### src/ccts_pkg.sv
// Package for the cycle counter timebase: widths, constants and the structs
// passed between the front, the queue, the back end and the divider.
// Depends on nothing.
`timescale 1ns / 1ps

package ccts_pkg;

  localparam int CNT_W   = 32;  // width of one counter sample
  localparam int EXT_W   = 64;  // width of the extended count
  localparam int CPU_W   = 10;  // width of the cycles-per-microsecond register
  localparam int DSR_W   = 30;  // divisor width, holds cycles_per_us times 1000000
  localparam int WIN_W   = 20;  // width of the microseconds within one second
  localparam int RECIP_W = 21;  // width of the reciprocal of 1000
  localparam int ITER_W  = 7;   // iteration counter, holds up to 64
  localparam int PART_W  = 10;  // width of the millisecond and microsecond parts
  localparam int CFG_AW  = 3;   // configuration address width
  localparam int CFG_DW  = 32;  // configuration data width

  localparam int QUEUE_DEPTH_DEF = 2;

  localparam logic [CPU_W-1:0] CPU_RESET = 10'd480;
  localparam logic [DSR_W-1:0] US_PER_SEC = 30'd1000000;
  localparam logic [PART_W-1:0] US_PER_MS = 10'd1000;

  // 2^30 / 1000 rounded up; the product shifted right by 30 gives the exact
  // quotient by 1000 for every value below 2^20.
  localparam logic [RECIP_W-1:0] MS_RECIP = 21'd1073742;
  localparam int MS_SHIFT = 30;

  // Iteration counts of the divider for the three divisions.
  localparam logic [ITER_W-1:0] ITERS_FULL = 7'd64;
  localparam logic [ITER_W-1:0] ITERS_REM  = 7'd30;

  // Register index of cycles_per_us.
  localparam logic [0:0] REG_CYCLES_PER_US = 1'b0;

  typedef struct packed {
    logic             start;
    logic [EXT_W-1:0] dividend;
    logic [DSR_W-1:0] divisor;
    logic [ITER_W-1:0] iters;
  } div_req_t;

  typedef struct packed {
    logic             done;
    logic [EXT_W-1:0] quotient;
    logic [DSR_W-1:0] remainder;
  } div_rsp_t;

  typedef struct packed {
    logic full;
    logic empty;
  } q_stat_t;

endpackage

### src/ccts_front.sv
// Front end of the timebase: takes counter samples, detects wraps and forms
// the 64-bit extended count that it pushes into the queue.
// Depends on ccts_pkg.
`timescale 1ns / 1ps

module ccts_front (
  input  logic                          clk,
  input  logic                          rst_n,
  input  logic                          push,
  input  logic [ccts_pkg::CNT_W-1:0]    sample,
  input  ccts_pkg::q_stat_t             q_stat,
  output logic                          q_push,
  output logic [ccts_pkg::EXT_W-1:0]    q_data
);

  logic [ccts_pkg::CNT_W-1:0] wrap_r, wrap_nxt;
  logic [ccts_pkg::CNT_W-1:0] prev_r, prev_nxt;

  assign q_push = push && !q_stat.full;

  always_comb begin
    wrap_nxt = wrap_r;
    prev_nxt = prev_r;
    if (q_push) begin
      // A sample strictly below the last one means the counter wrapped.
      if (sample < prev_r) begin
        wrap_nxt = wrap_r + 1'b1;
      end
      prev_nxt = sample;
    end
  end

  assign q_data = {wrap_nxt, sample};

  always_ff @(posedge clk) begin
    if (!rst_n) begin
      wrap_r <= '0;
      prev_r <= '0;
    end else begin
      wrap_r <= wrap_nxt;
      prev_r <= prev_nxt;
    end
  end

endmodule

### src/ccts_fifo.sv
// Short queue of extended counts between the front and the back end.
// Depends on ccts_pkg.
`timescale 1ns / 1ps

module ccts_fifo #(
  parameter int QUEUE_DEPTH = ccts_pkg::QUEUE_DEPTH_DEF
) (
  input  logic                       clk,
  input  logic                       rst_n,
  input  logic                       wr_en,
  input  logic [ccts_pkg::EXT_W-1:0] wr_data,
  input  logic                       rd_en,
  output logic [ccts_pkg::EXT_W-1:0] rd_data,
  output ccts_pkg::q_stat_t          stat
);

  localparam int PTR_W = $clog2(QUEUE_DEPTH);
  localparam int CNT_W = $clog2(QUEUE_DEPTH + 1);
  localparam logic [PTR_W-1:0] LAST = PTR_W'(QUEUE_DEPTH - 1);
  localparam logic [CNT_W-1:0] FULL_CNT = CNT_W'(QUEUE_DEPTH);

  logic [ccts_pkg::EXT_W-1:0] mem_r [QUEUE_DEPTH];
  logic [PTR_W-1:0] wr_ptr_r, wr_ptr_nxt;
  logic [PTR_W-1:0] rd_ptr_r, rd_ptr_nxt;
  logic [CNT_W-1:0] count_r, count_nxt;
  logic do_wr, do_rd;

  assign stat.full  = (count_r == FULL_CNT);
  assign stat.empty = (count_r == '0);
  assign do_wr = wr_en && !stat.full;
  assign do_rd = rd_en && !stat.empty;
  assign rd_data = mem_r[rd_ptr_r];

  always_comb begin
    wr_ptr_nxt = wr_ptr_r;
    rd_ptr_nxt = rd_ptr_r;
    count_nxt  = count_r;
    if (do_wr) begin
      wr_ptr_nxt = (wr_ptr_r == LAST) ? '0 : wr_ptr_r + 1'b1;
    end
    if (do_rd) begin
      rd_ptr_nxt = (rd_ptr_r == LAST) ? '0 : rd_ptr_r + 1'b1;
    end
    if (do_wr && !do_rd) begin
      count_nxt = count_r + 1'b1;
    end else if (do_rd && !do_wr) begin
      count_nxt = count_r - 1'b1;
    end
  end

  always_ff @(posedge clk) begin
    if (!rst_n) begin
      wr_ptr_r <= '0;
      rd_ptr_r <= '0;
      count_r  <= '0;
    end else begin
      wr_ptr_r <= wr_ptr_nxt;
      rd_ptr_r <= rd_ptr_nxt;
      count_r  <= count_nxt;
    end
  end

  always_ff @(posedge clk) begin
    if (do_wr) begin
      mem_r[wr_ptr_r] <= wr_data;
    end
  end

endmodule

### src/ccts_div.sv
// Restoring divider, one quotient bit per cycle, with a run length chosen per
// request. The dividend is consumed from its top bit down.
// Depends on ccts_pkg.
`timescale 1ns / 1ps

module ccts_div (
  input  logic               clk,
  input  logic               rst_n,
  input  ccts_pkg::div_req_t req,
  output ccts_pkg::div_rsp_t rsp
);

  logic                        busy_r, busy_nxt;
  logic                        done_r, done_nxt;
  logic [ccts_pkg::ITER_W-1:0] cnt_r, cnt_nxt;
  logic [ccts_pkg::EXT_W-1:0]  quo_r, quo_nxt;
  logic [ccts_pkg::DSR_W-1:0]  rem_r, rem_nxt;
  logic [ccts_pkg::DSR_W-1:0]  dsr_r, dsr_nxt;
  logic [ccts_pkg::DSR_W:0]    trial;
  logic [ccts_pkg::DSR_W:0]    diff;
  logic                        fits;

  assign trial = {rem_r, quo_r[ccts_pkg::EXT_W-1]};
  assign diff  = trial - {1'b0, dsr_r};
  assign fits  = (trial >= {1'b0, dsr_r});

  always_comb begin
    busy_nxt = busy_r;
    done_nxt = 1'b0;
    cnt_nxt  = cnt_r;
    quo_nxt  = quo_r;
    rem_nxt  = rem_r;
    dsr_nxt  = dsr_r;
    if (busy_r) begin
      quo_nxt = {quo_r[ccts_pkg::EXT_W-2:0], fits};
      rem_nxt = fits ? diff[ccts_pkg::DSR_W-1:0] : trial[ccts_pkg::DSR_W-1:0];
      cnt_nxt = cnt_r - 1'b1;
      if (cnt_r == ccts_pkg::ITER_W'(1)) begin
        busy_nxt = 1'b0;
        done_nxt = 1'b1;
      end
    end else if (req.start) begin
      busy_nxt = 1'b1;
      cnt_nxt  = req.iters;
      quo_nxt  = req.dividend;
      rem_nxt  = '0;
      dsr_nxt  = req.divisor;
    end
  end

  always_ff @(posedge clk) begin
    if (!rst_n) begin
      busy_r <= 1'b0;
      done_r <= 1'b0;
      cnt_r  <= '0;
    end else begin
      busy_r <= busy_nxt;
      done_r <= done_nxt;
      cnt_r  <= cnt_nxt;
    end
  end

  always_ff @(posedge clk) begin
    quo_r <= quo_nxt;
    rem_r <= rem_nxt;
    dsr_r <= dsr_nxt;
  end

  assign rsp.done      = done_r;
  assign rsp.quotient  = quo_r;
  assign rsp.remainder = rem_r;

endmodule

### src/ccts_back.sv
// Back end of the timebase: pops extended counts, runs the three divisions on
// the shared divider, splits the leftover microseconds by a reciprocal multiply
// and holds the finished result in the output register. Depends on ccts_pkg.
`timescale 1ns / 1ps

module ccts_back (
  input  logic                          clk,
  input  logic                          rst_n,
  input  logic [ccts_pkg::CPU_W-1:0]    cycles_per_us,
  input  ccts_pkg::q_stat_t             q_stat,
  input  logic [ccts_pkg::EXT_W-1:0]    q_data,
  output logic                          q_pop,
  output ccts_pkg::div_req_t            div_req,
  input  ccts_pkg::div_rsp_t            div_rsp,
  input  logic                          pop,
  output logic                          out_valid,
  output logic [ccts_pkg::EXT_W-1:0]    ext_o,
  output logic [ccts_pkg::EXT_W-1:0]    total_o,
  output logic [ccts_pkg::CNT_W-1:0]    sec_o,
  output logic [ccts_pkg::PART_W-1:0]   ms_o,
  output logic [ccts_pkg::PART_W-1:0]   us_o
);

  localparam logic [2:0] ST_IDLE  = 3'd0;
  localparam logic [2:0] ST_US    = 3'd1;
  localparam logic [2:0] ST_SEC   = 3'd2;
  localparam logic [2:0] ST_MS    = 3'd3;
  localparam logic [2:0] ST_SPLIT = 3'd4;
  localparam logic [2:0] ST_DONE  = 3'd5;

  localparam int PAD_W = ccts_pkg::EXT_W - ccts_pkg::DSR_W;
  localparam int PROD_W = ccts_pkg::WIN_W + ccts_pkg::RECIP_W;

  logic [2:0] state_r, state_nxt;
  logic       vld_r, vld_nxt;
  logic       load;

  logic [ccts_pkg::EXT_W-1:0]  ext_r, ext_nxt;
  logic [ccts_pkg::EXT_W-1:0]  total_r, total_nxt;
  logic [ccts_pkg::CNT_W-1:0]  sec_r, sec_nxt;
  logic [ccts_pkg::WIN_W-1:0]  win_r, win_nxt;
  logic [ccts_pkg::PART_W-1:0] ms_r, ms_nxt;
  logic [ccts_pkg::PART_W-1:0] us_r, us_nxt;

  logic [ccts_pkg::EXT_W-1:0]  oext_r, ototal_r;
  logic [ccts_pkg::CNT_W-1:0]  osec_r;
  logic [ccts_pkg::PART_W-1:0] oms_r, ous_r;

  logic [ccts_pkg::DSR_W-1:0] cpu_div;
  logic [ccts_pkg::DSR_W-1:0] sec_div;
  logic [PROD_W-1:0]          ms_prod;
  logic [ccts_pkg::WIN_W-1:0] ms_scaled;
  logic [ccts_pkg::WIN_W-1:0] us_full;

  // A zero divisor is taken as one.
  assign cpu_div = (cycles_per_us == '0) ? ccts_pkg::DSR_W'(1)
                                         : ccts_pkg::DSR_W'(cycles_per_us);

  // Whole seconds come straight from the extended count: dividing by
  // cycles_per_us and then by one million truncates the same way as one
  // division by their product, and the remainder holds the cycles left
  // within the second.
  assign sec_div = cpu_div * ccts_pkg::US_PER_SEC;

  // Milliseconds within the second by reciprocal multiply, then the
  // microseconds as what is left over.
  assign ms_prod = {{ccts_pkg::RECIP_W{1'b0}}, div_rsp.quotient[ccts_pkg::WIN_W-1:0]}
                 * {{ccts_pkg::WIN_W{1'b0}}, ccts_pkg::MS_RECIP};
  assign ms_scaled = {{(ccts_pkg::WIN_W-ccts_pkg::PART_W){1'b0}}, ms_r}
                   * {{(ccts_pkg::WIN_W-ccts_pkg::PART_W){1'b0}}, ccts_pkg::US_PER_MS};
  assign us_full = win_r - ms_scaled;

  assign load = (state_r == ST_DONE) && (!vld_r || pop);

  always_comb begin
    state_nxt = state_r;
    ext_nxt   = ext_r;
    total_nxt = total_r;
    sec_nxt   = sec_r;
    win_nxt   = win_r;
    ms_nxt    = ms_r;
    us_nxt    = us_r;
    q_pop     = 1'b0;
    div_req   = '0;
    case (state_r)
      ST_IDLE: begin
        if (!q_stat.empty) begin
          q_pop            = 1'b1;
          ext_nxt          = q_data;
          div_req.start    = 1'b1;
          div_req.dividend = q_data;
          div_req.divisor  = cpu_div;
          div_req.iters    = ccts_pkg::ITERS_FULL;
          state_nxt        = ST_US;
        end
      end
      ST_US: begin
        if (div_rsp.done) begin
          total_nxt        = div_rsp.quotient;
          div_req.start    = 1'b1;
          div_req.dividend = ext_r;
          div_req.divisor  = sec_div;
          div_req.iters    = ccts_pkg::ITERS_FULL;
          state_nxt        = ST_SEC;
        end
      end
      ST_SEC: begin
        if (div_rsp.done) begin
          sec_nxt          = div_rsp.quotient[ccts_pkg::CNT_W-1:0];
          // The cycles left within the second go in at the top of the
          // dividend, so thirty steps turn them into microseconds.
          div_req.start    = 1'b1;
          div_req.dividend = {div_rsp.remainder, {PAD_W{1'b0}}};
          div_req.divisor  = cpu_div;
          div_req.iters    = ccts_pkg::ITERS_REM;
          state_nxt        = ST_MS;
        end
      end
      ST_MS: begin
        if (div_rsp.done) begin
          win_nxt   = div_rsp.quotient[ccts_pkg::WIN_W-1:0];
          ms_nxt    = ms_prod[ccts_pkg::MS_SHIFT +: ccts_pkg::PART_W];
          state_nxt = ST_SPLIT;
        end
      end
      ST_SPLIT: begin
        us_nxt    = us_full[ccts_pkg::PART_W-1:0];
        state_nxt = ST_DONE;
      end
      ST_DONE: begin
        if (load) begin
          state_nxt = ST_IDLE;
        end
      end
      default: begin
        state_nxt = ST_IDLE;
      end
    endcase
  end

  always_comb begin
    vld_nxt = vld_r;
    if (pop && vld_r) begin
      vld_nxt = 1'b0;
    end
    if (load) begin
      vld_nxt = 1'b1;
    end
  end

  always_ff @(posedge clk) begin
    if (!rst_n) begin
      state_r <= ST_IDLE;
      vld_r   <= 1'b0;
    end else begin
      state_r <= state_nxt;
      vld_r   <= vld_nxt;
    end
  end

  always_ff @(posedge clk) begin
    ext_r   <= ext_nxt;
    total_r <= total_nxt;
    sec_r   <= sec_nxt;
    win_r   <= win_nxt;
    ms_r    <= ms_nxt;
    us_r    <= us_nxt;
    if (load) begin
      oext_r   <= ext_r;
      ototal_r <= total_r;
      osec_r   <= sec_r;
      oms_r    <= ms_r;
      ous_r    <= us_r;
    end
  end

  assign out_valid = vld_r;
  assign ext_o     = oext_r;
  assign total_o   = ototal_r;
  assign sec_o     = osec_r;
  assign ms_o      = oms_r;
  assign us_o      = ous_r;

endmodule

### src/cycle_count_timebase.sv
// Top level of the cycle counter timebase: configuration register, front end,
// queue, back end and shared divider. Depends on ccts_pkg and the ccts_ design modules.
`timescale 1ns / 1ps

// Channel        Handshake             Payload
// input          push / full           in_counter_sample (32)
// result         empty / pop           out_extended_count (64), out_total_microseconds (64),
//                                      out_seconds_part (32), out_millis_part (10),
//                                      out_micros_part (10)
// configuration  psel/penable/pwrite   paddr (3), pwdata/prdata (32), pready
//
// The front end takes a sample in the cycle it is requested when the queue is
// not full and updates the wrap count at once; the request then waits in a
// short queue. The back end takes one request at a time through the shared
// bit-per-cycle divider: 64 steps for cycles to microseconds, 64 steps that divide
// the extended count by cycles_per_us times one million for whole seconds, and
// 30 steps that turn the cycles left within the second into microseconds; a
// reciprocal multiply then splits off the milliseconds, and the rest gives the microseconds.
// Reset is synchronous and active low; it clears the wrap count, the last
// sample, the queue and the result valid flag and loads cycles_per_us = 480.
// A result not popped keeps the back end in its final state while the front
// end still fills the queue; full rises once the queue holds its depth.

module cycle_count_timebase #(
  parameter int QUEUE_DEPTH = ccts_pkg::QUEUE_DEPTH_DEF
) (
  input  logic                          clk,
  input  logic                          rst_n,
  // Input channel.
  input  logic                          push,
  output logic                          full,
  input  logic [ccts_pkg::CNT_W-1:0]    in_counter_sample,
  // Result channel.
  output logic                          empty,
  input  logic                          pop,
  output logic [ccts_pkg::EXT_W-1:0]    out_extended_count,
  output logic [ccts_pkg::EXT_W-1:0]    out_total_microseconds,
  output logic [ccts_pkg::CNT_W-1:0]    out_seconds_part,
  output logic [ccts_pkg::PART_W-1:0]   out_millis_part,
  output logic [ccts_pkg::PART_W-1:0]   out_micros_part,
  // Configuration port.
  input  logic                          psel,
  input  logic                          penable,
  input  logic                          pwrite,
  input  logic [ccts_pkg::CFG_AW-1:0]   paddr,
  input  logic [ccts_pkg::CFG_DW-1:0]   pwdata,
  output logic [ccts_pkg::CFG_DW-1:0]   prdata,
  output logic                          pready
);

  logic [ccts_pkg::CPU_W-1:0] cpu_r, cpu_nxt;
  logic                       reg_sel;
  logic                       wr_cpu;

  ccts_pkg::q_stat_t          q_stat;
  ccts_pkg::div_req_t         div_req;
  ccts_pkg::div_rsp_t         div_rsp;
  logic                       q_push;
  logic                       q_pop;
  logic [ccts_pkg::EXT_W-1:0] q_wdata;
  logic [ccts_pkg::EXT_W-1:0] q_rdata;
  logic                       out_valid;

  // The register file has one entry; bit 2 of the address is the register
  // index, so a write at byte address 4 or above falls outside it and is
  // dropped. Only the low ten bits of a write are kept.
  assign pready  = 1'b1;
  assign reg_sel = (paddr[ccts_pkg::CFG_AW-1:2] == ccts_pkg::REG_CYCLES_PER_US);
  assign wr_cpu  = psel && penable && pwrite && pready && reg_sel;
  assign cpu_nxt = wr_cpu ? pwdata[ccts_pkg::CPU_W-1:0] : cpu_r;
  assign prdata  = reg_sel ? ccts_pkg::CFG_DW'(cpu_r) : '0;

  always_ff @(posedge clk) begin
    if (!rst_n) begin
      cpu_r <= ccts_pkg::CPU_RESET;
    end else begin
      cpu_r <= cpu_nxt;
    end
  end

  ccts_front u_front (
    .clk    (clk),
    .rst_n  (rst_n),
    .push   (push),
    .sample (in_counter_sample),
    .q_stat (q_stat),
    .q_push (q_push),
    .q_data (q_wdata)
  );

  ccts_fifo #(
    .QUEUE_DEPTH (QUEUE_DEPTH)
  ) u_fifo (
    .clk     (clk),
    .rst_n   (rst_n),
    .wr_en   (q_push),
    .wr_data (q_wdata),
    .rd_en   (q_pop),
    .rd_data (q_rdata),
    .stat    (q_stat)
  );

  ccts_back u_back (
    .clk           (clk),
    .rst_n         (rst_n),
    .cycles_per_us (cpu_r),
    .q_stat        (q_stat),
    .q_data        (q_rdata),
    .q_pop         (q_pop),
    .div_req       (div_req),
    .div_rsp       (div_rsp),
    .pop           (pop),
    .out_valid     (out_valid),
    .ext_o         (out_extended_count),
    .total_o       (out_total_microseconds),
    .sec_o         (out_seconds_part),
    .ms_o          (out_millis_part),
    .us_o          (out_micros_part)
  );

  ccts_div u_div (
    .clk   (clk),
    .rst_n (rst_n),
    .req   (div_req),
    .rsp   (div_rsp)
  );

  assign full  = q_stat.full;
  assign empty = !out_valid;

endmodule

### config.mk
export PLATFORM = sky130hd
export DESIGN_NAME = cycle_count_timebase
export DESIGN_NICKNAME = d
export VERILOG_FILES = /design/src/ccts_pkg.sv /design/src/ccts_front.sv /design/src/ccts_fifo.sv /design/src/ccts_div.sv /design/src/ccts_back.sv /design/src/cycle_count_timebase.sv
export SDC_FILE = /design/constraint.sdc
export NUM_CORES = 1
export LEC_CHECK = 0
export ABC_AREA = 1
export BUFFER_PORTS_ARGS = -buffer_cell sky130_fd_sc_hd__clkbuf_2
export CAP_MARGIN = 20
export CORE_MARGIN = 3
export CORE_UTILIZATION = 60
export DETAILED_ROUTE_END_ITERATION = 7
export PLACE_DENSITY = 0.8
export SYNTH_ARGS = -nofsm -noshare
export SYNTH_HDL_FRONTEND = slang
export SYNTH_SLANG_ARGS = --single-unit
### constraint.sdc
create_clock -name clk -period 21.8 [get_ports clk]
set_clock_uncertainty 0.05 [all_clocks]
set_input_delay 3.27 -clock clk [delete_from_list [all_inputs] [get_ports clk]]
set_output_delay 3.27 -clock clk [all_outputs]
set_load 0.005 [all_outputs]
After elaboration in Yosys (flattened, before gate mapping)
Memories as Yosys holds them, arrays and structs flattened. A register that Yosys moved wholly into a read port is not among the register bits.
Cells that the tools add are included.
{"block": "totals", "reg_bits": 585, "ramBits": 128, "out_inout_bits": 215, "memories": 1}
{"block": "op_classes", "n_addsub": 8, "n_mul": 3, "magnitude_cmp": 2, "eq_ne": 12, "muxes": 37, "n_bitwise": 3, "n_reduce_logical": 29}
{"name": "u_fifo.mem_r", "words": 2, "word_bits": 64, "read_ports": 1, "rd_clocked_by_memory_dff": 1, "wr": 1, "line": "ccts_fifo.sv:22", "rtl": "logic [ccts_pkg::EXT_W-1:0] mem_r [QUEUE_DEPTH];"}
{"cell": "two-way mux 102 bit", "count": 3}
{"cell": "case mux 102 bit (3 select lines)", "count": 1}
{"cell": "two-way mux 64 bit", "count": 2}
{"cell": "two-way mux 30 bit", "count": 3}
{"cell": "two-way mux 32 bit", "count": 2}
{"cell": "multiplier 20 x 20 -> 39 bit, second input constant", "count": 1}
{"cell": "adder 32 x 1 -> 32 bit, second input constant", "count": 1}
{"cell": "less-than comparator 32 bit", "count": 1}
{"cell": "greater-or-equal comparator 31 x 30 -> 1 bit", "count": 1}
{"cell": "multiplier 30 x 14 -> 24 bit, second input constant", "count": 1}
{"cell": "subtractor 30 bit", "count": 1}
{"cell": "two-way mux 10 bit", "count": 2}
{"cell": "case mux 3 bit (6 select lines)", "count": 1}
{"cell": "two-way mux 3 bit", "count": 5}
{"cell": "two-way mux 1 bit", "count": 14}
{"cell": "two-way mux 7 bit", "count": 2}
{"cell": "AND reduction 2 bit", "count": 6}
{"cell": "logical AND 1 bit", "count": 10}
{"cell": "zero test 10 bit", "count": 1}
{"cell": "multiplier 10 x 7 -> 7 bit, second input constant", "count": 1}
{"cell": "subtractor 10 bit", "count": 1}
{"cell": "inequality test 2 x 1 -> 1 bit, second input constant", "count": 4}
{"cell": "== test 7 x 1 -> 1 bit, second input constant", "count": 1}
{"cell": "subtractor 7 x 1 -> 7 bit, second input constant", "count": 1}
{"cell": "other kinds (16)", "count": 28}

Longest topological paths before layout
{"block": "depth", "word_depth": 8, "depth_mapped": 23, "mapped_depth_nobuf": 22}

Modules after synthesis
A second synthesis with hierarchy kept.
{"block": "hier_totals", "hier_cells": 4026, "area_unflattened_um2": 40356.2}
{"module": "ccts_back", "n_inst": 1, "cells_per_inst": 1981, "area_per_inst_um2": 22068.7}
{"module": "ccts_div", "n_inst": 1, "cells_per_inst": 1077, "area_per_inst_um2": 8136.6}
{"module": "ccts_fifo", "n_inst": 1, "cells_per_inst": 237, "area_per_inst_um2": 5166.2}
{"module": "ccts_front", "n_inst": 1, "cells_per_inst": 623, "area_per_inst_um2": 4265.3}
{"module": "cycle_count_timebase", "n_inst": 1, "cells_per_inst": 108, "area_per_inst_um2": 719.4}

Least setup slack after synthesis
No wires, ideal clock.
{"block": "synth_path", "path_type": "input to register", "from": "input pop", "to": "register u_back.oext_r (netlist bit u_back.ext_o[0]) (enable)", "setup_time_ps": 722, "arrival_time_ps": 10750, "required_ps": 21028, "setup_slack_ps": 10278, "path_stages": 2, "path_buffers": 0, "cell_sequence": "nor2_1 nor2_1"}
{"block": "synth_between", "elab_chain_len": 2}
{"item": "start, declared", "line": "cycle_count_timebase.sv:35", "rtl": "input logic pop,"}
{"item": "logical OR 1 bit", "line": "ccts_back.sv:73", "rtl": "assign load = (state_r == ST_DONE) && (!vld_r || pop);"}
{"item": "logical AND 1 bit", "line": "ccts_back.sv:73"}
{"item": "net u_back.load", "line": "ccts_back.sv:36", "rtl": "logic load;"}
{"item": "end signal, assigned", "line": "ccts_back.sv:169", "rtl": "oext_r <= ext_r;"}
{"item": "end, declared", "line": "ccts_back.sv:45", "rtl": "logic [ccts_pkg::EXT_W-1:0] oext_r, ototal_r;"}
The timed path passes the listed nets, and every way through them passes these cells.
A chain may end at the register's enable or synchronous reset.

Final worst setup path
{"block": "layout_path", "from": "input paddr[2] in the netlist's numbering", "to": "output prdata[8] in the netlist's numbering"}
{"block": "layout_between", "elab_chain_len": 1}
{"item": "start, declared", "line": "cycle_count_timebase.sv:45", "rtl": "input logic [ccts_pkg::CFG_AW-1:0] paddr,"}
{"item": "two-way mux 10 bit", "line": "cycle_count_timebase.sv:71", "rtl": "assign prdata = reg_sel ? ccts_pkg::CFG_DW'(cpu_r) : '0;"}
{"item": "end, declared", "line": "cycle_count_timebase.sv:47", "rtl": "output logic [ccts_pkg::CFG_DW-1:0] prdata,"}
No other way between the ends.

==> reports/metrics.csv <==
stage;metric;value;unit
worst_setup_path;crit path kind;input port to output port;
route;Routed WL per cell;19.6;um
global_route;total track usage;27.2;%
sta;worst relative slew slack;33.2;%
worst_setup_path;Worst Path Max Fanout;11;
synthesis;Yosys cell types;53;
sta;final worst path period share;32.2;%
min_path;HP Start;u_back.total_r[28]$_DFFE_PP_;
worst_setup_path;Req. time, crit path;18480;ps
worst_setup_path;CP startpoint kind;input port;
clock_tree;Root Driver;clkbuf_16;
final_layout;Nets;4208;
route;ANT nets after route;0;
clock_tree;Clk pin slew, worst setup/hold paths;60;ps
synthesis;asr flop ratio synth;0;%
floorplanning;number of top-level pins;289;
route;DRT iter0 DRCs;2381;
floorplanning;Core Rows;90;
clock_tree;clock buffer depth;3;
synthesis;Post-Syn Instances;3441;
sta;Final Hold Vio Count;0;
global_route;antenna violations before repair;5;
floorplanning;Initial Util;61.4;%
placement;gp weighted congestion;0.948;
placement;DPL Wire Length;64.6;mm
route;final wirelength;89.6;mm
placement;Cells after DPL;4442;
route;drt drc;0;
worst_setup_path;reg2reg start;u_div.quo_r[2]$_DFFE_PP_;
global_route;first-pass GRT wire length;139;mm
route;via count;25900;
final_layout;share of cells above drive strength 1;11.0;%
worst_setup_path;CP Capture Type;output port;
worst_setup_path;CP arrival;3700;ps
clock_tree;H-tree Lvls;3;
route;Post-Route M1 WL;38.1;mm
clock_tree;Clock Latency Late Sink;620;ps
sta;Final Setup Violations;0;
min_path;worst min-delay path endpoint;u_back.total_o[28]$_DFFE_PP_;
synthesis;yosys warns;0;
worst_setup_path;cell with the largest stage delay on the worst path;clkbuf_2;
final_layout;fin util;69.0;%
final_layout;Area Overhead vs Synth;12.3;%
sta;Pins Over Slew Limit;0;
synthesis;most used flip-flop cell after synthesis;edfxtp_1;
worst_setup_path;R2R Setup Slk;16130;ps
worst_setup_path;worst path cell trace;clkbuf_2 -> nor2_1 -> clkbuf_2;
clock_tree;# resized after CTS;0;
placement;I/O Buffers;241;
worst_setup_path;most numerous cell on the critical path;clkbuf_2;
placement;pre-CTS setup slack;14790;ps
sta;Period minus WS final;7020;ps
flow_run;max_cap viols;0;
worst_setup_path;Reg2Reg Capture Point;u_back.ms_r[9]$_DFFE_PP_;
route;routed wl met2;41.8;mm
final_layout;FF+latch area;20500;sq um
global_route;vias in the first global route;25300;
route;routed wl met3;7.57;mm
sta;Slew @ Worst Pin;1000;ps
clock_tree;Post-CTS Hold Fix Bufs;0;
floorplanning;Die H;256;um
clock_tree;CTS tree;yes;
global_route;grt ovf;0;
synthesis;syn avg cell area;10.9;sq um
clock_tree;CTS sink count;714;
status;status;completed;
sta;fmax;143;MHz
synthesis;synthesized cell area;37500;sq um
sta;setup TNS;0;ps
min_path;Hold WC Path Type;flip-flop to flip-flop;
final_layout;Final Non-Filler Cells;4582;
clock_tree;cts bufs inserted;73;
floorplanning;DIE AREA;65500;sq um
synthesis;sequential share of the synthesized area;54.7;%
final_layout;Fillers;4379;
sta;final worst slack;14780;ps
floorplanning;core outline area;61000;sq um
clock_tree;post-CTS setup buffer count;0;
synthesis;Seq cells post-synth;714;
min_path;hold depth;0;
worst_setup_path;R2R depth;21;
route;First-pass DRT Iterations;6;
global_route;pin count of the biggest net entering global routing;87;
floorplanning;Die W;256;um
route;Top Metal Used;met4;
worst_setup_path;Worst path max stage delay;170;ps
sta;RSZ-0062 raised after global routing;no;
route;via density per instance;5.66;
synthesis;EDFF count, synth;622;
final_layout;multi-input logic area;14600;sq um
metal layers:
layer | track usage (%) | vias to the layer above
met5 | 0 | -
met3 | 5.03 | 144
met4 | 8.22 | 0
li1 | - | 12200
met2 | 43.9 | 1075
met1 | 38.1 | 12500
state kept, by name, indices dropped and copies added, names as in the netlist, 30 cells and up, named ones only:
signal,count
u_back.ext_o,64
u_fifo.mem_r,128
u_back.ext_r,64
u_front.wrap_r,32
u_front.prev_r,32
u_back.sec_r,32
u_back.total_r,64
u_div.quo_r,64
u_back.total_o,64
u_back.sec_o,32
u_div.rem_r,30
u_div.dsr_r,30
through the flow:
step	hold WS, ps	area (sq um)
after floorplan	350	37600
after global placement	351	39400
after detailed placement	355	39400
after CTS	363	42000
after global routing	360	42100
final	361	42100
Yosys cell counts, types with 7 or more instances:
cell type	n	share of area (%)
edfxtp_1	622	50
xor2_1	25	0.58
nor4_1	9	0.15
a21oi_1	252	3.4
a22oi_1	65	1.3
o21a_1	13	0.26
ha_1	328	11
inv_1	514	5.1
nand4_1	40	0.67
a21o_1	45	0.90
fa_1	115	6.1
nor2_1	197	2.0
o21bai_1	10	0.20
nand3_1	76	1.0
o211ai_1	11	0.22
o21ai_1	26	0.35
o21ai_0	170	2.3
nor3_1	26	0.35
clkbuf_1	61	0.61
a31oi_1	7	0.12
xnor2_1	26	0.61
nand2_1	606	6.1
buf_4	23	0.46
dfxtp_1	92	4.9
buf_2	18	0.24
worst max path at each step:
stage,startpoint,to,slack [ps]
6_report,paddr[2],prdata[8],14780
3_3_place_gp,paddr[2],prdata[7],14810
2_1_floorplan,pop,u_back.ext_o[0]$_DFFE_PP_,10280
5_1_grt,paddr[2],prdata[7],14720
4_1_cts,paddr[2],prdata[3],14790
3_5_place_dp,paddr[2],prdata[3],14790
cell usage in the layout (no fill, tap or decap), types with 45 or more instances in the layout:
cell type and count:
a21o_1 45, a21oi_1 252, a22oi_1 65, clkbuf_16 77
clkbuf_2 241, dfxtp_1 90, edfxtp_1 622, fa_1 115
ha_1 328, inv_1 512, nand2_1 606, nand3_1 76
nor2_1 193, o21ai_0 170
cell type report:
cell class                      count  area share [%]
Clock buffer                       89            4.73
Multi-Input combinational cell   2121            34.6
Tap cell                          828            2.46
Inverter                          518            4.64
Antenna cell                        5          0.0297
Clock inverter                     44            1.40
Sequential cell                   714            48.8
Timing Repair Buffer              263            3.34
cell families after synthesis:
family	Yosys count	synth area share (%)
other	2	0.0200
buffers and inverters	627	6.67
DFF	714	54.7
AOI/OAI and AO/OA	618	9.38
and+or+nand+nor	986	10.9
adders and majority gates	443	17.1
xor gates and xnor gates	51	1.19
critical path: cells and delay by family:
kind | cells | cell delay [ps]
buf+inv | 2 | 290
simple gates | 1 | 130
Power is left out: the tool's default activity adds up to more than one toggle a clock period on the data nets, which glitch-free logic cannot reach.
